[config.mk]
export PLATFORM = sky130hd
export DESIGN_NAME = ecc_ram
export DESIGN_NICKNAME = d
export VERILOG_FILES = /design/src/design/ecc_ram.sv
export SDC_FILE = /design/constraint.sdc
export NUM_CORES = 1
export LEC_CHECK = 0
export BUFFER_PORTS_ARGS = -buffer_cell sky130_fd_sc_hd__buf_4
export CORE_ASPECT_RATIO = 0.5
export CORE_MARGIN = 2
export CORE_UTILIZATION = 40
export CTS_CLUSTER_DIAMETER = 120
export DETAILED_ROUTE_END_ITERATION = 10
export SYNTH_ARGS = -nofsm -noshare
export SYNTH_HDL_FRONTEND = slang
export SYNTH_SLANG_ARGS = --single-unit
export TNS_END_PERCENT = 20
[constraint.sdc]
create_clock -name clk -period 1.43 [get_ports clk]
set_input_delay 0.0715 -clock clk [delete_from_list [all_inputs] [get_ports clk]]
set_output_delay 0.0715 -clock clk [all_outputs]
set_load 0.01 [all_outputs]
[src/design/ecc_ram.sv]
// ----------------------------------------------------------------------------
// ecc_ram: generic RAM
// One write port, one read port, registered read data.
// ----------------------------------------------------------------------------
module ecc_ram #(
  parameter int WIDTH = 8,
  parameter int DEPTH = 16
) (
  input  logic                                    clk,
  input  logic                                    we,
  input  logic [(DEPTH > 1 ? $clog2(DEPTH) : 1)-1:0] waddr,
  input  logic [WIDTH-1:0]                        wdata,
  input  logic [(DEPTH > 1 ? $clog2(DEPTH) : 1)-1:0] raddr,
  output logic [WIDTH-1:0]                        rdata
);
  logic [WIDTH-1:0] mem [DEPTH];

  always_ff @(posedge clk) begin
    if (we) begin
      mem[waddr] <= wdata;
    end
    rdata <= mem[raddr];
  end
endmodule

-- Word level (Yosys, flattened, before mapping)
Memories as Yosys holds them, arrays and structs flattened. A register that Yosys moved wholly into a read port is not among the register bits.
Cells that the tools add are included.
- flip-flop bits (word level): 0
- memories kept: 1
- RAM bits: 128
- output and inout bits: 8
- bits of input ports: 18
- multiplexer cells: 2
- memories (memory ; words ; bits a word ; read ports ; clocked after Yosys merged registers in ; write ports ; RTL line ; source):
    mem ; 16 ; 8 ; 1 ; 1 ; 1 ; 16 ; logic [WIDTH-1:0] mem [DEPTH];
- operators by type and width (operator ; number):
    1-bit two-way mux ; 2

-- Longest topological paths before layout
Gate-level depths: netlist of the first run.
- depth after elaboration: 2
- depth in mapped cells: 5
- mapped depth without buffers: 3

-- Least setup slack after synthesis of the first run
Ideal clock, no wire load.
- path type: input to register
- from: in waddr[2] (netlist name)
- to: mem mem[0][0], enable pin
- setup slack: -0.134 ns
- path buffers: 0
- setup time: 0.383 ns
- stages on the path: 2
- arrival time: 1.181 ns
- required time: 1.047 ns
- path through: or3b_2 > nor3_1
- RTL lines (what ; RTL line ; source):
    from (decl) ; 11 ; input logic [(DEPTH > 1 ? $clog2(DEPTH) : 1)-1:0] waddr,
    to (decl) ; 16 ;
No word-level cell before the write port.

==> results of run 1 <==
## registers in the layout (all words and copies together), names as in the netlist
register  count
mem         128
rdata         8
## worst register-to-register path, delay by kind of cell (launching register included)
family           cells  cell delay (ns)
flip-flops           1             0.36
multiplexers         1             0.52
AO/OA/AOI/OAI        1             0.29
AND/OR/NAND/NOR      1             0.09
## cells in the final DEF (no fill, tap or decap), types with 2 or more instances in the layout
cell | synthesis | layout
edfxtp_1 | 128 | 128
buf_4 | 1 | 50
mux4_2 | 18 | 18
clkbuf_16 | 0 | 17
mux4_1 | 14 | 14
a22oi_1 | 16 | 13
nor2_1 | 13 | 13
nand2_1 | 9 | 9
dlygate4sd3_1 | 0 | 8
dfxtp_1 | 8 | 8
bufinv_16 | 0 | 5
clkinv_1 | 0 | 4
a22oi_2 | 0 | 3
nor3_1 | 4 | 3
buf_12 | 0 | 3
nand3b_1 | 2 | 2
nand2b_1 | 2 | 2
clkinv_4 | 0 | 2
## logic make-up after synthesis
family	count (synthesis)	share of synthesized area, %
flip-flops	136	77.8
AND/OR/NAND/NOR	35	3.18
multiplexers	32	15.0
AO/OA/AOI/OAI	16	2.33
buffers and inverters	10	1.68
## how the worst max path moves through the flow
| stage | startpoint | to | slack (ns) | depth (start not counted) |
|---|---|---|---|---|
| detailed placement | raddr[0] | rdata[1]$_DFF_P_ | -0.09 | 5 |
| global route | mem[3][6]$_DFFE_PP_ | rdata[6]$_DFF_P_ | 0.0007 | 4 |
| finish | mem[1][5]$_DFFE_PP_ | rdata[5]$_DFF_P_ | 0.06 | 3 |
| floorplan | waddr[2] | mem[3][0]$_DFFE_PP_ | 0.09 | 2 |
| CTS | mem[6][1]$_DFFE_PP_ | rdata[1]$_DFF_P_ | 0.003 | 3 |
| global placement | raddr[0] | rdata[1]$_DFF_P_ | -0.08 | 5 |
## stage by stage
stage	worst slack, ns	instance area [um2]	power, mW	util (%)
after floorplan	0.0924	5150	4.80	-
after global placement	-0.0824	5710	5.03	45.3
after detailed placement	-0.0938	5710	5.04	45.3
after CTS	0.00348	6430	9.68	50.9
after global routing	0.000662	6440	9.89	51.0
final	0.0565	6440	9.60	51.0
## where the power goes
part           switching, mW  internal [mW]
registers             0.0248           4.46
logic                  0.253          0.245
clock network           1.54           3.07
total                   1.82           7.78
## what timing repair did
item / CTS / global route
hold buffers: 8 / 0
gates resized for setup: 0 / 3
endpoints found under the setup margin: 0 / 3
endpoints found under the hold margin: 128 / 0
## layout make-up
type / instances / area (um2)
Multi-Input combinational cell: 83 / 1080
Clock inverter: 14 / 204
Clock buffer: 18 / 429
Tap cell: 170 / 213
Fill cell: 999 / 6180
Sequential cell: 136 / 4000
Timing Repair Buffer: 61 / 515
## per-layer routing
layer | vias to the layer above | track usage (%)
li1 | 1116 | -
met4 | 0 | 6.40
met2 | 71 | 24.8
met3 | 12 | 3.95
met5 | - | 0
met1 | 1278 | 21.5
==> qor.txt, run 1 <==
Clk Latency, worst-skew pair: 0.41 ns
Synth Instances: 229
die area: 0.0138 mm2
Final Hold Viols: 0
Worst Path Required: 1.72 ns
worst hold start: waddr[0]
Worst Max-Slew Pin Slew: 0.817 ns
Final ANT Viol Nets: 0
CP arrival: 1.66 ns
relative slew slack: 45.4%
maximum fanout along the worst path: 1
Async SR Flop Fraction: 0%
count of cell types in the netlist: 19
FF-to-FF setup slack: 0.06 ns
hold path depth: 3
fin nets: 317
clk_skew: 0.00502 ns
worst path bufs/invs: 0
Die Width: 164 um
routed wl met2: 4780 um
post-CTS setup buffer count: 0
residual DRC count: 0
CTS Buffer Depth: 2
number of synthesized register bits: 136
Total Routed Length: 9870 um
crit path max-delay cell type: mux4_1
GRT Total Usage: 15.8%
# IOs: 26
clock slew at reported path FFs: 0.06 ns
IO buf count: 25
root buffer cell: clkbuf_16
most common library cells after synthesis: edfxtp_1, mux4_2, a22oi_1
Placer Congestion: 0.718
power density over the cells: 1490 mW/mm2
first-pass GRT wire length: 15200 um
dpl hpwl: 6390 um
ys flop type: edfxtp_1
post-synth top area cell: edfxtp_1
cell leakage power: 2.21 nW
Final Instance Count excl. Fillers: 482
max-capacitance violation count: 0
synth top area cells: edfxtp_1, mux4_2, mux4_1
VDD IR max: 0.876 mV
CTS tree: yes
setup_tns: 0 ns
yosys warns: 0
Reg-to-Reg End: rdata[5]$_DFF_P_
H-tree Lvls: 4
Area growth, synth to finish: 25.2%
DR vias: 2477
vias in the first global route: 2556
R2R cell count: 3
Yosys top cell area share: 74.7%
status: complete, no violations
initial antenna violation count: 0
number of flops mapped to enable cells by yosys: 128
Setup crit start kind: flop
syn_area_per_cell: 22.5 um2
setup violators final: 0
final worst path period share: 96.0%
Largest stage delay, worst path: 0.52 ns
count leader, synth: edfxtp_1
hold slack: 0.181 ns
worst hold-check path type: in2reg
unrepaired setup endpoints after global routing: false
Hold Path End: mem[0][7]$_DFFE_PP_
sequential-to-total area share from yosys stat: 77.8%
RR Startpoint: mem[1][5]$_DFFE_PP_
Core ar.: 0.0126 mm2
delay-heaviest family, CP: multiplexers
Tmin final: 1.37 ns
syn_nets: 247
drt first pass iters: 4
diodes inserted: 0
fraction of layout cells with a size suffix above 1: 33.0%
CTS Buf Count: 17
WL met3: 492 um
post-synthesis cell area: 0.00515 mm2
WL met1: 4460 um
fmax: 728 MHz
Slew Limit Fails: 0
type of the worst setup path: reg2reg
Initial Util: 40.8%
WL per Instance: 20.5 um
crit-path cells: mux4_1 -> a22oi_1 -> nand2_1
initial detailed-routing violation count: 189
vias per cell: 5.14
chip height: 84.2 um
placement row count: 29
Worst Setup End Kind: flop
largest net degree at the start of global routing: 23
Sink Count: 136
Remaining Overflow, GRT: 0
placed insts: 442
highest metal used: met4
(Power assumes the default switching activity.)
==> run 2, diff against run 1 <==
--- a/config.mk
+++ b/config.mk
@@ -8,9 +8,9 @@
 export BUFFER_PORTS_ARGS = -buffer_cell sky130_fd_sc_hd__buf_4
 export CORE_ASPECT_RATIO = 0.5
 export CORE_MARGIN = 2
-export CORE_UTILIZATION = 40
-export CTS_CLUSTER_DIAMETER = 120
+export CORE_UTILIZATION = 54
 export DETAILED_ROUTE_END_ITERATION = 10
+export PLACE_DENSITY = 0.74
 export SYNTH_ARGS = -nofsm -noshare
 export SYNTH_HDL_FRONTEND = slang
 export SYNTH_SLANG_ARGS = --single-unit
==> run 2 against run 1 <==
  * The flow now finishes with violations (setup timing)
  * Register-to-register slack got worse by 0.06 ns
  * Power decreased by 6.4%
  * Hold slack got worse by 0.15 ns
  * Cell count decreased by 11%
  * Highest routed layer unchanged
==> qor.txt, run 2 (same netlist as run 1, synthesis figures left out) <==
status: complete, but fails checks
failing checks: setup timing
WL per Instance: 24.2 um
clock share of power: 44.3%
fin nets: 316
Final Hold Viols: 0
Final Instance Count excl. Fillers: 430
VDD IR max: 0.935 mV
root buffer cell: clkbuf_16
cell leakage power: 2.17 nW
unrepaired setup endpoints after global routing: true
Area growth, synth to finish: 22.2%
setup_tns: -0.00219 ns
dpl hpwl: 6700 um
setup violators final: 1
Setup crit start kind: flop
commonest non-fill, non-tap cell in the layout: edfxtp_1
Total Routed Length: 10400 um
Placer Congestion: 0.775
hold slack: 0.0321 ns
Logic pwr share: 5.7%
Int Pwr: 7.25 mW
CTS Buffer Depth: 2
post-CTS setup buffer count: 0
Initial Util: 55.0%
largest registers: mem: 128 flops, rdata: 8 flops
Reg-to-Reg End: rdata[7]$_DFF_P_
chip height: 73.0 um
Sw Ratio: 19.2%
vias per cell: 6.09
R2R cell count: 4
fmax: 698 MHz
most frequent cells in the layout: edfxtp_1, buf_4, mux4_2, clkbuf_16
max-capacitance violation count: 0
Remaining Overflow, GRT: 0
residual DRC count: 0
# IOs: 26
Worst Setup End Kind: flop
clock slew at reported path FFs: 0.05 ns
CP arrival: 1.72 ns
worst hold-check path type: in2reg
Sw Pwr: 1.73 mW
Final Core Density: 67.3%
Power, Total: 8.98 mW
clk_skew: 0.00866 ns
FF-to-FF setup slack: -0.002 ns
IO buf count: 25
placed insts: 393
Die Width: 142 um
RR Startpoint: mem[2][7]$_DFFE_PP_
# fillers: 571
die area: 0.0104 mm2
Worst Max-Slew Pin Slew: 0.745 ns
worst hold start: wdata[6]
GRT Total Usage: 21.7%
CTS tree: yes
drt first pass iters: 5
H-tree Lvls: 4
relative slew slack: 50.3%
Hold Path End: mem[12][6]$_DFFE_PP_
hold path depth: 1
Sink Count: 136
largest net degree at the start of global routing: 17
Clk Latency, worst-skew pair: 0.40 ns
CTS Buf Count: 17
Largest register FFs: 128
initial detailed-routing violation count: 247
type of the worst setup path: reg2reg
fraction of layout cells with a size suffix above 1: 33.7%
placement row count: 25
power density over the cells: 1430 mW/mm2
initial antenna violation count: 0
vias in the first global route: 2670
slack of the critical path: -0.00219 ns
final worst path period share: 100%
diodes inserted: 0
first-pass GRT wire length: 15500 um
largest register by flop count: mem
Tmin final: 1.43 ns
Final ANT Viol Nets: 0
DR vias: 2617
maximum fanout along the worst path: 1
Core ar.: 0.00935 mm2
Slew Limit Fails: 0
sequential share of power: 50.1%
Worst Path Required: 1.72 ns
## run 2: changes by cell type in the layout (fill, tap and decap cells not counted), sizes merged
cell         delta
clkinvlp        -1
dlygate4sd3     -1
inv             -1
clkbuf          +8
bufinv          -4
clkinv          -4
## run 2: through the flow
stage	instance area [um2]	setup slack, ns
3_3_place_gp	5670	-0.0816
5_1_grt	6290	-0.0535
3_5_place_dp	5670	-0.125
4_1_cts	6290	-0.00618
6_report	6290	-0.00219
2_1_floorplan	5150	0.0924
## run 2: what timing repair did
action / CTS / global route
setup endpoints to repair: 3 / 4
pin swaps: 1 / 1
hold buffers: 7 / 0
endpoints found under the hold margin: 84 / 0
gates resized for setup: 3 / 3
## run 2: worst max-delay path, stage by stage, from the launching register on
cell	delay, ns
edfxtp_1	0.37
mux4_2	0.48
a22oi_2	0.25
buf_4	0.18
nand2_2	0.04
## run 2: how the worst max path moves through the flow
| stage | endpoint | from |
|---|---|---|
| floorplan | mem[3][0]$_DFFE_PP_ | waddr[2] |
| CTS | rdata[7]$_DFF_P_ | mem[2][7]$_DFFE_PP_ |
| global placement | rdata[4]$_DFF_P_ | raddr[0] |
| finish | rdata[7]$_DFF_P_ | mem[2][7]$_DFFE_PP_ |
| global route | rdata[7]$_DFF_P_ | mem[1][7]$_DFFE_PP_ |
| detailed placement | rdata[7]$_DFF_P_ | raddr[0] |
## run 2: layer usage
| metal | routed length (um) | track usage [%] |
|---|---|---|
| met4 | 125 | 8.44 |
| met1 | 4470 | 30.7 |
| met5 | 0 | 0 |
| met2 | 4890 | 32.9 |
| met3 | 918 | 6.23 |
## run 2: layout make-up
| cell class | instances | area, um2 | share of cell area, % |
|---|---|---|---|
| clock buffers | 26 | 499 | 7.94 |
| clock inverters | 4 | 45.0 | 0.716 |
| multi-input cells | 83 | 1070 | 17.0 |
| flip-flops and latches | 136 | 4000 | 63.7 |
| well taps | 121 | 151 | 2.41 |
| repair buffers | 60 | 518 | 8.24 |
## run 2: power by group through the flow
stage | clock network (mW) | logic, mW | registers [mW]
after floorplan | 0 | 0.227 | 4.57
after detailed placement | 0 | 0.484 | 4.57
final | 3.98 | 0.508 | 4.49
after CTS | 4.02 | 0.506 | 4.49
after global routing | 4.18 | 0.539 | 4.50
after global placement | 0 | 0.468 | 4.57
==> run 3, diff against run 2 <==
--- a/config.mk
+++ b/config.mk
@@ -11,6 +11,7 @@
 export CORE_UTILIZATION = 54
 export DETAILED_ROUTE_END_ITERATION = 10
 export PLACE_DENSITY = 0.74
+export SETUP_SLACK_MARGIN = 0.3
 export SYNTH_ARGS = -nofsm -noshare
 export SYNTH_HDL_FRONTEND = slang
 export SYNTH_SLANG_ARGS = --single-unit
==> run 3 against run 2 <==
  * The flow now finishes without violations
  * Critical path depth decreased by 1
  * Power increased by 3.3%
  * Sequential share of layout area decreased by 1.0 points
  * Setup slack improved by 0.013 ns
  * Flip-flop and latch count unchanged
  * First-iteration DRC count increased by 16%
  * Register-to-register slack about the same
  * Combinational power about the same
  * Via count decreased by 0.50%
  * Cell count increased by 0.47%
  * Highest routed layer unchanged
  * Critical path type unchanged
  * Core utilization increased by 1.1 points
==> qor.txt, run 3 (same netlist as run 1, synthesis figures left out) <==
slack of the critical path: 0.0104 ns
residual DRC count: 0
clock slew at reported path FFs: 0.06 ns
vias per cell: 6.03
setup violators final: 0
worst hold-check path type: in2reg
Area after DPL: 0.00572 mm2
relative slew slack: 43.0%
CTS tree: yes
vias in the first global route: 2672
Setup WS pre-CTS: -0.0506 ns
Core ar.: 0.00935 mm2
max-capacitance violation count: 0
clk_skew: 0.00672 ns
chip height: 73.0 um
fraction of layout cells with a size suffix above 1: 33.8%
Logic pwr share: 5.5%
drt first pass iters: 4
type of the worst setup path: reg2reg
Slew Limit Fails: 0
Int Pwr: 7.48 mW
DR vias: 2604
most frequent cells in the layout: edfxtp_1, buf_4, mux4_2, clkbuf_16
Power, Total: 9.28 mW
Largest register FFs: 128
Final Core Density: 68.4%
setup_tns: 0 ns
Area growth, synth to finish: 24.2%
Worst Path Required: 1.71 ns
power density over the cells: 1450 mW/mm2
Tmin final: 1.42 ns
initial antenna violation count: 0
# IOs: 26
clock share of power: 46.1%
unrepaired setup endpoints after global routing: true
CTS Buffer Depth: 2
WL per Instance: 23.7 um
cell leakage power: 2.19 nW
largest registers: mem: 128 flops, rdata: 8 flops
Placer Congestion: 0.795
WL met1: 4460 um
final worst path period share: 99.3%
sequential share of power: 48.4%
dpl hpwl: 6260 um
CP arrival: 1.70 ns
largest register by flop count: mem
routed wl met2: 4900 um
maximum fanout along the worst path: 1
status: complete, no violations
root buffer cell: clkbuf_16
# fillers: 542
Initial Util: 55.0%
largest net degree at the start of global routing: 22
fin nets: 316
post-CTS setup buffer count: 0
Final ANT Viol Nets: 0
fmax: 704 MHz
Worst Setup End Kind: flop
post-layout instance area: 0.00639 mm2
Worst Max-Slew Pin Slew: 0.852 ns
placement row count: 25
hold slack: 0.155 ns
Register Area: 0.00400 mm2
Final Hold Viols: 0
Clk Latency, worst-skew pair: 0.41 ns
Sw Ratio: 19.4%
GRT Total Usage: 21.8%
highest metal used: met4
Total Routed Length: 10300 um
H-tree Lvls: 4
Final Instance Count excl. Fillers: 432
initial detailed-routing violation count: 287
Sw Pwr: 1.80 mW
WL met3: 748 um
Remaining Overflow, GRT: 0
multi-input logic area: 0.00110 mm2
first-pass GRT wire length: 15500 um
Sink Count: 136
CTS Buf Count: 17
Setup crit start kind: flop
placed insts: 392
IO buf count: 25
VDD IR max: 0.776 mV
commonest non-fill, non-tap cell in the layout: edfxtp_1
diodes inserted: 0
Die Width: 142 um
die area: 0.0104 mm2
==> run 3: cell count changes in the layout (fill, tap and decap cells not counted), moves of 2 or more <==
cell | before | now
clkbuf_8 | 4 | 1
buf_12 | 4 | 7
clkinvlp_4 | 0 | 3
mux4_1 | 12 | 14
bufinv_16 | 1 | 3
nor2_2 | 0 | 3
mux4_2 | 20 | 18
nor2_1 | 13 | 10
buf_4 | 49 | 45
==> run 3: area by class of cell <==
class | instances | share of cell area [%]
Clock buffer | 23 | 7.16
Clock inverter | 9 | 1.98
Multi-Input combinational cell | 83 | 17.1
Sequential cell | 136 | 62.6
Tap cell | 121 | 2.37
Timing Repair Buffer | 60 | 8.73
==> run 3: critical path, stage by stage, from the launching register on <==
cell and delay (ns):
edfxtp_1 0.37, mux4_2 0.48, a22oi_1 0.34, nand2_1 0.09
==> run 3: power groups by stage <==
stage                     Combinational [mW]  Sequential, mW  Clock [mW]
final                                  0.511            4.49        4.28
after floorplan                        0.230            4.57           0
after global placement                 0.470            4.57           0
after CTS                              0.509            4.49        4.31
after detailed placement               0.483            4.57           0
after global routing                   0.542            4.49        4.49
==> run 3: path summary, 6_finish.rpt <==
path / from / endpoint / slack (ns) / depth (start not counted)
hold / removal: waddr[1] / mem[0][6]$_DFFE_PP_ / 0.15 / 3
setup reg to reg: mem[11][0]$_DFFE_PP_ / rdata[0]$_DFF_P_ / 0.01 / 3
hold reg to reg: mem[6][1]$_DFFE_PP_ / rdata[1]$_DFF_P_ / 0.66 / 3
setup / recovery: mem[11][0]$_DFFE_PP_ / rdata[0]$_DFF_P_ / 0.01 / 3
==> run 3: metal layers <==
metal	global-route usage [%]	up-vias
li1	-	1116
met1	30.3	1360
met2	33.3	112
met3	6.63	16
met4	8.22	0
met5	0	-
==> run 3: timing repair <==
item                                    4_1_cts  5_1_grt
endpoints found under the hold margin       128        0
endpoints found under the setup margin        8        8
hold buffers                                  8        0
resized for setup                             1        2
pin swaps                                     0        0
